### src/rtl/core/pbs_pkg.sv
// Shared types, register map and reset constants for the proximity beep sequencer.
package pbs_pkg;

  // Configuration register map (index = paddr[4:2])
  typedef enum logic [2:0] {
    REG_DIST_MIN   = 3'd0,
    REG_DIST_MAX   = 3'd1,
    REG_DELAY_MIN  = 3'd2,
    REG_DELAY_MAX  = 3'd3,
    REG_BEEP_ON    = 3'd4,
    REG_OCTAVE_BND = 3'd5,
    REG_FLUX_MIN   = 3'd6,
    REG_BASE_FREQ  = 3'd7
  } pbs_reg_e;

  localparam int unsigned ADDR_W = 5;
  localparam int unsigned DATA_W = 32;

  // Register reset values
  localparam logic [15:0] DIST_MIN_RST   = 16'd100;
  localparam logic [15:0] DIST_MAX_RST   = 16'd12000;
  localparam logic [15:0] DELAY_MIN_RST  = 16'd80;
  localparam logic [15:0] DELAY_MAX_RST  = 16'd800;
  localparam logic [15:0] BEEP_ON_RST    = 16'd60;
  localparam logic [15:0] OCTAVE_BND_RST = 16'd4000;
  localparam logic [14:0] FLUX_MIN_RST   = 15'd100;
  localparam logic [10:0] BASE_FREQ_RST  = 11'd220;

  localparam int unsigned MAX_BANDS_DEF = 8;
  localparam int unsigned SHIFT_W       = 3;

  // Shared divider geometry: left-aligned dividend, one quotient bit per cycle
  localparam int unsigned DVD_W  = 32;
  localparam int unsigned DVS_W  = 16;
  localparam int unsigned STEP_W = 6;

  typedef struct packed {
    logic [15:0] range_lo_mm;
    logic [15:0] range_hi_mm;
    logic [15:0] delay_min_ms;
    logic [15:0] delay_max_ms;
    logic [15:0] beep_len_ms;
    logic [15:0] band_width_mm;
    logic [14:0] flux_min;
    logic [10:0] base_freq_hz;
  } pbs_cfg_t;

  typedef struct packed {
    logic              start;
    logic [DVD_W-1:0]  dividend;
    logic [DVS_W-1:0]  divisor;
    logic [STEP_W-1:0] steps;
  } pbs_div_req_t;

  typedef struct packed {
    logic             done;
    logic [DVD_W-1:0] quotient;
  } pbs_div_rsp_t;

endpackage

### src/rtl/core/proximity_beep_sequencer.sv
// Proximity beep sequencer top level: reading filter, interval/band sequencer, beep timer.
//
// One request per poll tick. The tick's reading (or the last valid one) becomes a
// distance in mm. If that distance lies within [range_lo_mm, range_hi_mm], a 16x16
// multiply and three passes of one shared bit-serial divider produce the beep
// interval (32 steps), the octave band count (17 steps) and the band index
// (16 steps); the ON/OFF timer then updates from now_ms. The divider gives one
// quotient bit per cycle while busy; when the range is a single point the
// interval pass is skipped. An out-of-range request goes from S_IDLE straight to
// S_FINISH, with no multiply or divider pass. A previous result still stalled in
// the output register adds its stall cycles before the new result is written.
// in_stall_o is high while a request is in flight. The result sits in an output
// register, so the next request is accepted while the previous result still
// waits to be taken. Configuration sits on an APB port (registers at byte
// addresses 4*i, pready tied high); the user must see that it is written only
// while the block is idle, as the block itself does not enforce this.
module proximity_beep_sequencer #(
  parameter int unsigned MAX_BANDS = pbs_pkg::MAX_BANDS_DEF
) (
  input  logic                       clk_i,
  input  logic                       rst_ni,
  // configuration
  input  logic                       psel,
  input  logic                       penable,
  input  logic                       pwrite,
  input  logic [pbs_pkg::ADDR_W-1:0] paddr,
  input  logic [pbs_pkg::DATA_W-1:0] pwdata,
  output logic [pbs_pkg::DATA_W-1:0] prdata,
  output logic                       pready,
  // request channel
  input  logic                       in_valid_i,
  output logic                       in_stall_o,
  input  logic [31:0]                now_ms_i,
  input  logic                       frame_ready_i,
  input  logic signed [15:0]         dist_cm_i,
  input  logic signed [15:0]         flux_i,
  // result channel
  output logic                       out_valid_o,
  input  logic                       out_stall_i,
  output logic                       tone_active_o,
  output logic [17:0]                tone_freq_hz_o,
  output logic [15:0]                distance_mm_o,
  output logic [15:0]                interval_ms_o
);

  localparam int unsigned CNT_W = $clog2(MAX_BANDS + 1);
  localparam int unsigned SW    = pbs_pkg::SHIFT_W;

  typedef enum logic [3:0] {
    S_IDLE,
    S_MUL,
    S_IDIV_GO,
    S_IDIV_WAIT,
    S_CDIV_GO,
    S_CDIV_WAIT,
    S_BDIV_GO,
    S_BDIV_WAIT,
    S_FINISH
  } state_e;

  pbs_pkg::pbs_cfg_t     cfg;
  pbs_pkg::pbs_div_req_t div_req;
  pbs_pkg::pbs_div_rsp_t div_rsp;

  pbs_regs u_regs (
    .clk_i   (clk_i),
    .rst_ni  (rst_ni),
    .psel    (psel),
    .penable (penable),
    .pwrite  (pwrite),
    .paddr   (paddr),
    .pwdata  (pwdata),
    .prdata  (prdata),
    .pready  (pready),
    .cfg_o   (cfg)
  );

  pbs_div u_div (
    .clk_i  (clk_i),
    .rst_ni (rst_ni),
    .req_i  (div_req),
    .rsp_o  (div_rsp)
  );

  state_e         state_q;
  // architectural state
  logic [31:0]    phase_start_q;
  logic           beep_on_q;
  logic [15:0]    held_mm_q;
  logic           have_valid_q;
  logic [15:0]    period_q;
  logic [SW-1:0]  shift_q;
  // per-request working registers
  logic [31:0]    now_q;
  logic [15:0]    dist_q;
  logic           range_q;
  logic [31:0]    prod_q;
  logic [CNT_W-1:0] count_q;
  // result register
  logic           out_valid_q;
  logic           tone_q;
  logic [17:0]    freq_q;
  logic [15:0]    dist_out_q;
  logic [15:0]    intv_q;

  // ---- reading filter (request acceptance) ----
  logic        accept;
  logic        frame_bad;
  logic [18:0] mm_full;
  logic [15:0] mm_sat;
  logic [15:0] dist_in;
  logic        in_range;

  assign accept    = in_valid_i && !in_stall_o;
  assign frame_bad = dist_cm_i[15] || (dist_cm_i == 16'sd0) ||
                     ($signed(flux_i) < $signed({1'b0, cfg.flux_min}));
  // cm * 10 = cm*8 + cm*2
  assign mm_full   = ({3'b000, dist_cm_i} << 3) + ({3'b000, dist_cm_i} << 1);
  assign mm_sat    = (|mm_full[18:16]) ? 16'hFFFF : mm_full[15:0];

  always_comb begin
    if (!frame_ready_i) begin
      dist_in = have_valid_q ? held_mm_q : 16'd0;
    end else if (frame_bad) begin
      dist_in = 16'd0;
    end else begin
      dist_in = mm_sat;
    end
  end

  assign in_range = (dist_in >= cfg.range_lo_mm) && (dist_in <= cfg.range_hi_mm);

  // ---- interval mapping operands ----
  logic        empty_span;
  logic        ascend;
  logic [15:0] span;
  logic [15:0] off;
  logic [15:0] ddelay;
  logic [31:0] prod_d;
  logic [31:0] idvd;
  logic [15:0] iq;
  logic [15:0] period_d;

  assign empty_span = cfg.range_hi_mm <= cfg.range_lo_mm;
  assign ascend     = cfg.delay_max_ms >= cfg.delay_min_ms;
  assign span       = cfg.range_hi_mm - cfg.range_lo_mm;
  assign off        = dist_q - cfg.range_lo_mm;
  assign ddelay     = ascend ? (cfg.delay_max_ms - cfg.delay_min_ms)
                             : (cfg.delay_min_ms - cfg.delay_max_ms);
  assign prod_d     = 32'(off) * 32'(ddelay);
  // falling interval rounds the quotient up so that the subtraction floors
  assign idvd       = ascend ? prod_q : (prod_q + 32'(span) - 32'd1);
  assign iq         = div_rsp.quotient[15:0];
  assign period_d   = ascend ? (cfg.delay_min_ms + iq) : (cfg.delay_min_ms - iq);

  // ---- octave band ----
  logic [15:0]      band_w;
  logic [16:0]      cdvd;
  logic [16:0]      cq;
  logic [CNT_W-1:0] count_d;
  logic [15:0]      bq;
  logic [CNT_W-1:0] band;
  logic [CNT_W-1:0] shift_full;

  assign band_w = (cfg.band_width_mm == 16'd0) ? 16'd1 : cfg.band_width_mm;
  assign cdvd   = 17'(cfg.range_hi_mm) + 17'(band_w) - 17'd1;
  assign cq     = div_rsp.quotient[16:0];

  always_comb begin
    if (cq == 17'd0) begin
      count_d = CNT_W'(1);
    end else if (cq > 17'(MAX_BANDS)) begin
      count_d = CNT_W'(MAX_BANDS);
    end else begin
      count_d = cq[CNT_W-1:0];
    end
  end

  assign bq         = div_rsp.quotient[15:0];
  assign band       = (bq >= 16'(count_q)) ? (count_q - CNT_W'(1)) : bq[CNT_W-1:0];
  assign shift_full = count_q - CNT_W'(1) - band;

  // ---- divider requests ----
  always_comb begin
    div_req = '0;
    unique case (state_q)
      S_IDIV_GO: begin
        div_req.start    = 1'b1;
        div_req.dividend = idvd;
        div_req.divisor  = span;
        div_req.steps    = pbs_pkg::STEP_W'(32);
      end
      S_CDIV_GO: begin
        div_req.start    = 1'b1;
        div_req.dividend = {cdvd, 15'd0};
        div_req.divisor  = band_w;
        div_req.steps    = pbs_pkg::STEP_W'(17);
      end
      S_BDIV_GO: begin
        div_req.start    = 1'b1;
        div_req.dividend = {dist_q, 16'd0};
        div_req.divisor  = band_w;
        div_req.steps    = pbs_pkg::STEP_W'(16);
      end
      default: begin
        div_req = '0;
      end
    endcase
  end

  // ---- beep timer (applied when the result is written) ----
  logic [31:0] elapsed;
  logic [15:0] gap;
  logic        beep_d;
  logic        restart;

  assign elapsed = now_q - phase_start_q;
  assign gap     = (period_q > cfg.beep_len_ms) ? (period_q - cfg.beep_len_ms) : 16'd0;

  always_comb begin
    beep_d  = beep_on_q;
    restart = 1'b0;
    if (range_q) begin
      if (!beep_on_q) begin
        if (elapsed >= 32'(gap)) begin
          beep_d  = 1'b1;
          restart = 1'b1;
        end
      end else if (elapsed >= 32'(cfg.beep_len_ms)) begin
        beep_d  = 1'b0;
        restart = 1'b1;
      end
    end else if (beep_on_q) begin
      beep_d  = 1'b0;
      restart = 1'b1;
    end
  end

  logic out_free;
  assign out_free = !out_valid_q || !out_stall_i;

  // ---- sequencer: state and registered outputs ----
  always_ff @(posedge clk_i or negedge rst_ni) begin
    if (!rst_ni) begin
      state_q       <= S_IDLE;
      phase_start_q <= '0;
      beep_on_q     <= 1'b0;
      held_mm_q     <= '0;
      have_valid_q  <= 1'b0;
      period_q      <= pbs_pkg::DELAY_MAX_RST;
      shift_q       <= '0;
      out_valid_q   <= 1'b0;
    end else begin
      // a result taken while the next one is written is replaced in S_FINISH
      if (out_valid_q && !out_stall_i && (state_q != S_FINISH)) begin
        out_valid_q <= 1'b0;
      end
      unique case (state_q)
        S_IDLE: begin
          if (accept) begin
            if (frame_ready_i) begin
              have_valid_q <= !frame_bad;
              if (!frame_bad) begin
                held_mm_q <= mm_sat;
              end
            end
            state_q <= in_range ? S_MUL : S_FINISH;
          end
        end
        S_MUL: begin
          if (empty_span) begin
            period_q <= cfg.delay_min_ms;
            state_q  <= S_CDIV_GO;
          end else begin
            state_q <= S_IDIV_GO;
          end
        end
        S_IDIV_GO: begin
          state_q <= S_IDIV_WAIT;
        end
        S_IDIV_WAIT: begin
          if (div_rsp.done) begin
            period_q <= period_d;
            state_q  <= S_CDIV_GO;
          end
        end
        S_CDIV_GO: begin
          state_q <= S_CDIV_WAIT;
        end
        S_CDIV_WAIT: begin
          if (div_rsp.done) begin
            state_q <= S_BDIV_GO;
          end
        end
        S_BDIV_GO: begin
          state_q <= S_BDIV_WAIT;
        end
        S_BDIV_WAIT: begin
          if (div_rsp.done) begin
            shift_q <= SW'(shift_full);
            state_q <= S_FINISH;
          end
        end
        S_FINISH: begin
          if (out_free) begin
            beep_on_q   <= beep_d;
            if (restart) begin
              phase_start_q <= now_q;
            end
            out_valid_q <= 1'b1;
            state_q     <= S_IDLE;
          end
        end
        default: begin
          state_q <= S_IDLE;
        end
      endcase
    end
  end

  // payload registers, no reset needed
  always_ff @(posedge clk_i) begin
    if (accept) begin
      now_q   <= now_ms_i;
      dist_q  <= dist_in;
      range_q <= in_range;
    end
    if (state_q == S_MUL) begin
      prod_q <= prod_d;
    end
    if ((state_q == S_CDIV_WAIT) && div_rsp.done) begin
      count_q <= count_d;
    end
    if ((state_q == S_FINISH) && out_free) begin
      tone_q     <= beep_d;
      freq_q     <= 18'(cfg.base_freq_hz) << shift_q;
      dist_out_q <= dist_q;
      intv_q     <= period_q;
    end
  end

  assign in_stall_o     = (state_q != S_IDLE);
  assign out_valid_o    = out_valid_q;
  assign tone_active_o  = tone_q;
  assign tone_freq_hz_o = freq_q;
  assign distance_mm_o  = dist_out_q;
  assign interval_ms_o  = intv_q;

endmodule

### src/rtl/core/pbs_regs.sv
// APB configuration register file for the proximity beep sequencer.
module pbs_regs (
  input  logic                         clk_i,
  input  logic                         rst_ni,
  input  logic                         psel,
  input  logic                         penable,
  input  logic                         pwrite,
  input  logic [pbs_pkg::ADDR_W-1:0]   paddr,
  input  logic [pbs_pkg::DATA_W-1:0]   pwdata,
  output logic [pbs_pkg::DATA_W-1:0]   prdata,
  output logic                         pready,
  output pbs_pkg::pbs_cfg_t            cfg_o
);

  pbs_pkg::pbs_cfg_t cfg_q;
  pbs_pkg::pbs_reg_e idx;
  logic              wr_en;

  assign idx    = pbs_pkg::pbs_reg_e'(paddr[4:2]);
  assign wr_en  = psel && penable && pwrite;
  assign pready = 1'b1;
  assign cfg_o  = cfg_q;

  always_ff @(posedge clk_i or negedge rst_ni) begin
    if (!rst_ni) begin
      cfg_q.range_lo_mm   <= pbs_pkg::DIST_MIN_RST;
      cfg_q.range_hi_mm   <= pbs_pkg::DIST_MAX_RST;
      cfg_q.delay_min_ms  <= pbs_pkg::DELAY_MIN_RST;
      cfg_q.delay_max_ms  <= pbs_pkg::DELAY_MAX_RST;
      cfg_q.beep_len_ms   <= pbs_pkg::BEEP_ON_RST;
      cfg_q.band_width_mm <= pbs_pkg::OCTAVE_BND_RST;
      cfg_q.flux_min      <= pbs_pkg::FLUX_MIN_RST;
      cfg_q.base_freq_hz  <= pbs_pkg::BASE_FREQ_RST;
    end else if (wr_en) begin
      unique case (idx)
        pbs_pkg::REG_DIST_MIN:   cfg_q.range_lo_mm   <= pwdata[15:0];
        pbs_pkg::REG_DIST_MAX:   cfg_q.range_hi_mm   <= pwdata[15:0];
        pbs_pkg::REG_DELAY_MIN:  cfg_q.delay_min_ms  <= pwdata[15:0];
        pbs_pkg::REG_DELAY_MAX:  cfg_q.delay_max_ms  <= pwdata[15:0];
        pbs_pkg::REG_BEEP_ON:    cfg_q.beep_len_ms   <= pwdata[15:0];
        pbs_pkg::REG_OCTAVE_BND: cfg_q.band_width_mm <= pwdata[15:0];
        pbs_pkg::REG_FLUX_MIN:   cfg_q.flux_min      <= pwdata[14:0];
        pbs_pkg::REG_BASE_FREQ:  cfg_q.base_freq_hz  <= pwdata[10:0];
      endcase
    end
  end

  always_comb begin
    unique case (idx)
      pbs_pkg::REG_DIST_MIN:   prdata = 32'(cfg_q.range_lo_mm);
      pbs_pkg::REG_DIST_MAX:   prdata = 32'(cfg_q.range_hi_mm);
      pbs_pkg::REG_DELAY_MIN:  prdata = 32'(cfg_q.delay_min_ms);
      pbs_pkg::REG_DELAY_MAX:  prdata = 32'(cfg_q.delay_max_ms);
      pbs_pkg::REG_BEEP_ON:    prdata = 32'(cfg_q.beep_len_ms);
      pbs_pkg::REG_OCTAVE_BND: prdata = 32'(cfg_q.band_width_mm);
      pbs_pkg::REG_FLUX_MIN:   prdata = 32'(cfg_q.flux_min);
      pbs_pkg::REG_BASE_FREQ:  prdata = 32'(cfg_q.base_freq_hz);
    endcase
  end

endmodule

### src/rtl/core/pbs_div.sv
// Shared restoring divider: one quotient bit per cycle, left-aligned dividend.
module pbs_div (
  input  logic                  clk_i,
  input  logic                  rst_ni,
  input  pbs_pkg::pbs_div_req_t req_i,
  output pbs_pkg::pbs_div_rsp_t rsp_o
);

  logic [pbs_pkg::DVD_W-1:0]  dvd_q;
  logic [pbs_pkg::DVD_W-1:0]  quo_q;
  logic [pbs_pkg::DVS_W-1:0]  dvs_q;
  logic [pbs_pkg::DVS_W-1:0]  rem_q;
  logic [pbs_pkg::STEP_W-1:0] cnt_q;
  logic                       busy_q;
  logic                       done_q;

  logic [pbs_pkg::DVS_W:0]    trial;
  logic                       ge;
  logic [pbs_pkg::DVS_W:0]    diff;
  logic [pbs_pkg::DVS_W-1:0]  rem_d;

  // remainder < divisor, so trial < 2*divisor and the new remainder fits
  assign trial = {rem_q, dvd_q[pbs_pkg::DVD_W-1]};
  assign ge    = trial >= {1'b0, dvs_q};
  assign diff  = trial - {1'b0, dvs_q};
  assign rem_d = ge ? diff[pbs_pkg::DVS_W-1:0] : trial[pbs_pkg::DVS_W-1:0];

  assign rsp_o.done     = done_q;
  assign rsp_o.quotient = quo_q;

  always_ff @(posedge clk_i or negedge rst_ni) begin
    if (!rst_ni) begin
      busy_q <= 1'b0;
      done_q <= 1'b0;
      cnt_q  <= '0;
    end else begin
      done_q <= 1'b0;
      if (req_i.start) begin
        busy_q <= 1'b1;
        cnt_q  <= req_i.steps;
      end else if (busy_q) begin
        cnt_q <= cnt_q - 1'b1;
        if (cnt_q == pbs_pkg::STEP_W'(1)) begin
          busy_q <= 1'b0;
          done_q <= 1'b1;
        end
      end
    end
  end

  always_ff @(posedge clk_i) begin
    if (req_i.start) begin
      dvd_q <= req_i.dividend;
      dvs_q <= req_i.divisor;
      rem_q <= '0;
      quo_q <= '0;
    end else if (busy_q) begin
      dvd_q <= {dvd_q[pbs_pkg::DVD_W-2:0], 1'b0};
      rem_q <= rem_d;
      quo_q <= {quo_q[pbs_pkg::DVD_W-2:0], ge};
    end
  end

endmodule

### config.mk
export PLATFORM = sky130hd
export DESIGN_NAME = proximity_beep_sequencer
export DESIGN_NICKNAME = d
export VERILOG_FILES = /design/src/rtl/core/pbs_pkg.sv /design/src/rtl/core/proximity_beep_sequencer.sv /design/src/rtl/core/pbs_regs.sv /design/src/rtl/core/pbs_div.sv
export SDC_FILE = /design/constraint.sdc
export NUM_CORES = 2
export LEC_CHECK = 0
export BUFFER_PORTS_ARGS = -buffer_cell sky130_fd_sc_hd__buf_2
export CORE_MARGIN = 2
export CORE_UTILIZATION = 65
export CTS_CLUSTER_SIZE = 25
export DETAILED_ROUTE_END_ITERATION = 10
export GPL_ROUTABILITY_DRIVEN = 0
export PLACE_DENSITY = 0.85
export SETUP_SLACK_MARGIN = 0.15
export SLEW_MARGIN = 30
export SYNTH_ARGS = -nofsm -noshare
export SYNTH_HDL_FRONTEND = slang
export SYNTH_HIERARCHICAL = 1
export SYNTH_SLANG_ARGS = --single-unit
export TNS_END_PERCENT = 30
### constraint.sdc
create_clock -name clk_i -period 18.6 [get_ports clk_i]
set_input_delay 1.86 -clock clk_i [delete_from_list [all_inputs] [get_ports clk_i]]
set_output_delay 1.86 -clock clk_i [all_outputs]
set_load 0.01 [all_outputs]
### Word-level counts from Yosys, hierarchy flattened

Cells that the tools add are included.
Widths: inputs -> output; s select.

| storage, ports and cells | value |
|---|---|
| output and inout port bits | 86 |
| word-level logic and storage cells | 173 |
| input bits | 109 |
| flip-flop bits (word level) | 421 |

| cells by class | value |
|---|---|
| $lt $le $gt $ge | 11 |
| $mul | 1 |
| add/sub/neg operators | 17 |
| bitwise gates (word level) | 1 |
| shift-type cells | 1 |
| mux-type cells | 46 |
| equal/unequal tests | 23 |
| reduce and logical (&&, ||, !) cells | 40 |

Operators by type and width:

| kind | number |
|---|---|
| $pmux 32 s8 | 1 |
| $mux 16 | 11 |
| $pmux 55 s3 | 1 |
| $sub 16x16->16 | 7 |
| $mux 32 | 3 |
| $ge 32x16->1 | 2 |
| $pmux 4 s9 | 1 |
| $add 32x16->32 | 1 |
| $ge 16x16->1 | 2 |
| $le 16x16->1 | 2 |
| $logic_not 16->1 | 2 |
| $mul 16x16->32 | 1 |
| $pmux 16 s2 | 1 |
| $sub 32x1->32 const B | 1 |
| $sub 32x32->32 | 1 |
| $mux 4 | 7 |
| $reduce_and 2->1 | 10 |
| $add 19x17->19 | 1 |
| $shl 11x3->18 | 1 |
| $add 16x16->17 | 1 |
| $ge 17x16->1 | 1 |
| $gt 17x4->1 const B | 1 |
| $logic_not 17->1 | 1 |
| $mux 1 | 17 |
| other kinds (34) | 63 |

### Logic depth before layout (Yosys ltp)

| depth | value |
|---|---|
| word-level depth | 10 |
| depth in mapped cells | 40 |
| gate-level depth less buffers | 38 |

### Modules after synthesis

Netlist, hierarchy kept.

By module, submodules not included:

| module | instances | area each (um^2) | cells an instance |
|---|---|---|---|
| proximity_beep_sequencer | 1 | 28655.0 | 3292 |
| pbs_regs | 1 | 5784.3 | 425 |
| pbs_div | 1 | 4923.5 | 447 |

### Worst setup path before layout

OpenSTA, ideal clock, no wires.

| timing path | value |
|---|---|
| path type | reg-to-reg |
| start | register u_regs.cfg_q (netlist bit u_regs/cfg_o[66]) |
| end | register prod_q[31], data pin |
| arrival | 8.927 ns |
| period minus slack after synthesis | 9.194 ns |
| setup slack | 9.406 ns |
| cell stages (with the launch flop) | 37 |
| cell sequence | dfstp_2 -> inv_1 -> ha_1 -> clkbuf_1 -> nand4_1 -> o41a_1 -> a211oi_1 -> or3_1 -> buf_2 -> buf_2 -> buf_1 -> a21oi_1 -> xnor2_1 -> clkbuf_1 -> nor2_1 -> fa_1 -> inv_1 -> fa_1 -> fa_1 -> inv_1 -> fa_1 -> fa_1 -> inv_1 -> fa_1 -> inv_1 -> ha_1 -> a21o_1 -> a21o_1 -> a21oi_1 -> o21ai_0 -> a31oi_1 -> o211ai_1 -> a21o_1 -> a21oi_1 -> o21ai_0 -> o41ai_1 -> xnor2_1 |

| on the way | value |
|---|---|
| cells in the longest elaborated chain, start to end | 3 |

RTL lines:

| item | line | text |
|---|---|---|
| start: declaration | pbs_regs.sv:15 | `pbs_pkg::pbs_cfg_t cfg_q;` |
| $sub 16x16->16, or another cell as far along | proximity_beep_sequencer.sv:149 | `: (cfg.delay_min_ms - cfg.delay_max_ms);` |
| $mux 16 * | proximity_beep_sequencer.sv:148 | `assign ddelay = ascend ? (cfg.delay_max_ms - cfg.delay_min_ms)` |
| $mul 16x16->32 * | proximity_beep_sequencer.sv:150 | `assign prod_d = 32'(off) * 32'(ddelay);` |
| named net prod_d[31] | proximity_beep_sequencer.sv:139 | `logic [31:0] prod_d;` |
| end signal: assignment | proximity_beep_sequencer.sv:329 | `prod_q <= prod_d;` |
| end: declaration | proximity_beep_sequencer.sv:97 | `logic [31:0] prod_q;` |

The timed path passes the listed nets; every way through them passes the cells marked *.
A chain may end at the register's enable or synchronous reset.

### Final worst setup path

| timing path | value |
|---|---|
| start | register u_regs.cfg_q (netlist bit u_regs/cfg_o[67]) |
| end | register prod_q[31], data pin |

The elaborated chain is that of the path after synthesis.

==> metrics.txt <==
status=complete, no violations; pre-CTS setup slack=7.52 ns; Final Hold Fails=0; final WL=110,000 um; post-route minimum period=11.35 ns; Final Skew=0.0348 ns; Mean Syn Cell Area=9.44 um2; Startpoint Class=flip-flop; critical path fanouts, max=61; Synth Instances=4,117; synthesized cell area=38,800 um2; worst min path class=reg2reg; Die Height=248 um; vias in the first global route=31,500; Clk Latency, worst-skew pair=0.61 ns; met3 routed WL=11,700 um; met2 WL=48,500 um; DRT antenna net count=0; Via Count=32,000; Crit path max-delay family=compound AO/OA/AOI/OAI gates; max-slew violation count=0; CP max-delay cell=buf_4; post-CTS sizing=0; fin worst setup slack=7.25 ns; # DRC=0; WS Path Type=reg2reg; Max Freq=88.1 MHz; Post-CTS Setup Bufs=0; largest net degree at the start of global routing=79; reg2reg start=u_regs/cfg_o[67]; PortBufs=159; antenna violations before repair=2; most used cell, CP=fa_1; clock buffer depth=3; Worst Path Buf+Inv=6; first-pass GRT wire length=171,000 um; Worst-path clk slew=0.06 ns; row cnt=89; final-layout fill cell count=4,115; Max Used Layer=met4; Core Footprint=59,000 um2; Max stage delay on crit path=0.61 ns; layout cells sized above 1=13.3%; CTS H-Tree Depth=2; Arr. time, crit path=11.64 ns; slew margin rel.=27.1%; Warnings, synthesis=6; P&R area growth vs syn=8.45%; Die Area=61,700 um2; Crit. End Element=flip-flop; DR iter-0 viols=3,246; Vias/cell=6.35; setup_tns=0 ns; nets@finish=4,967; IO Pins=195; Worst-Margin Slew=1.09 ns; worst endpoint required time=18.89 ns; Critical Path Start=u_regs/cfg_o[67]; final setup vio count=0; final std cell area, no fill=42,100 um2; initial core utilization=65.8%; Root Buffer=clkbuf_16; MaxCap Viol Count=0; die width=248 um; CTS sink cnt=421; CTS Buf Count=48; Tot GR Track Use=34.8%; Routed wire per std cell=21.7 um; worst hold start=have_valid_q; placed cell areas=40,400 um2; hold_buf cts=0; unrepaired setup endpoints after global routing=no; GRT overflow=0; detailed placement HPWL=82,100 um; 1st-pass router iterations=6; CTS tree=done; Final Cycle Share=61.0%; met1 wire length=42,000 um
==> routing by layer <==
metal	track usage, %	up-vias
li1	-	14300
met1	45.5	15400
met2	53.9	1850
met3	7.53	493
met4	19.5	0
met5	0	-
==> tightest hold or removal path, cell delays in order, from the launching register on <==
cell,delay [ns]
dfrtp_1,0.34
nand2_1,0.05
nand2_1,0.06
==> metrics by stage <==
step           hold WS (ns)  std cells  utilization, %
6_report              0.483       5044            71.4
4_1_cts               0.488       5043            71.3
5_1_grt               0.511       5043            71.4
3_3_place_gp          0.453       4953            68.3
3_5_place_dp          0.474       4953            68.4
2_1_floorplan         0.433       4134               -
==> registers in the layout, indices dropped and copies added, names as in the netlist, 6 cells and up <==
register	count
interval_ms_o	16
phase_start_q	32
now_q	32
u_div/dvd_q	32
u_regs/cfg_o	122
distance_mm_o	16
u_div/cnt_q	6
u_div/rem_q	16
dist_q	16
u_div/dvs_q	16
tone_freq_hz_o	18
prod_q	32
u_div/quo_q	17
period_q	16
held_mm_q	16
==> cells in the final DEF (no fill, tap or decap), types with 15 or more instances in the layout <==
| cell | n |
|---|---|
| o21bai_1 | 30 |
| nand4_1 | 27 |
| inv_1 | 550 |
| clkbuf_16 | 52 |
| dfrtp_1 | 168 |
| o21ai_0 | 143 |
| a21oi_1 | 248 |
| a31oi_1 | 25 |
| a211oi_1 | 47 |
| o21a_1 | 37 |
| buf_4 | 33 |
| nor3_1 | 46 |
| and2_1 | 39 |
| xnor2_1 | 114 |
| dfxtp_1 | 33 |
| dfstp_2 | 36 |
| nor4_1 | 20 |
| ha_1 | 422 |
| or3_1 | 18 |
| nand3_1 | 48 |
| o211ai_1 | 28 |
| and3_1 | 15 |
| nand2b_1 | 62 |
| nand2_1 | 340 |
| conb_1 | 20 |
| mux2_4 | 40 |
| nor2b_1 | 40 |
| fa_1 | 206 |
| edfxtp_1 | 184 |
| buf_2 | 158 |
| mux2i_1 | 92 |
| mux2_2 | 156 |
| xor2_1 | 86 |
| o22ai_1 | 40 |
| a21o_1 | 89 |
| nor2_1 | 321 |
==> final cells by class <==
cell class                 instances  area (um2)  area share [%]
multi-input combinational       3011       25000            59.3
sequential                       421       11300            26.9
inverter                         554        2080            4.94
clock buffer                      74        1490            3.53
timing repair buffer             194        1070            2.55
tap                              773         967            2.30
clock inverter                    16         208           0.493
antenna                            1        2.50         0.00594
==> final timing paths <==
path	endpoint	cells after the start	slack, ns
min in group asynchronous	phase_start_q[26]	1	1.22
worst min register to register	have_valid_q	2	0.48
max in group asynchronous	have_valid_q	2	16.25
worst max register to register	prod_q[31]	35	7.25
worst max-delay path	prod_q[31]	35	7.25
worst min-delay path	have_valid_q	2	0.48
Power is not shown: default switching activity piles up to over one toggle a cycle in this logic, so the estimate is an artifact.
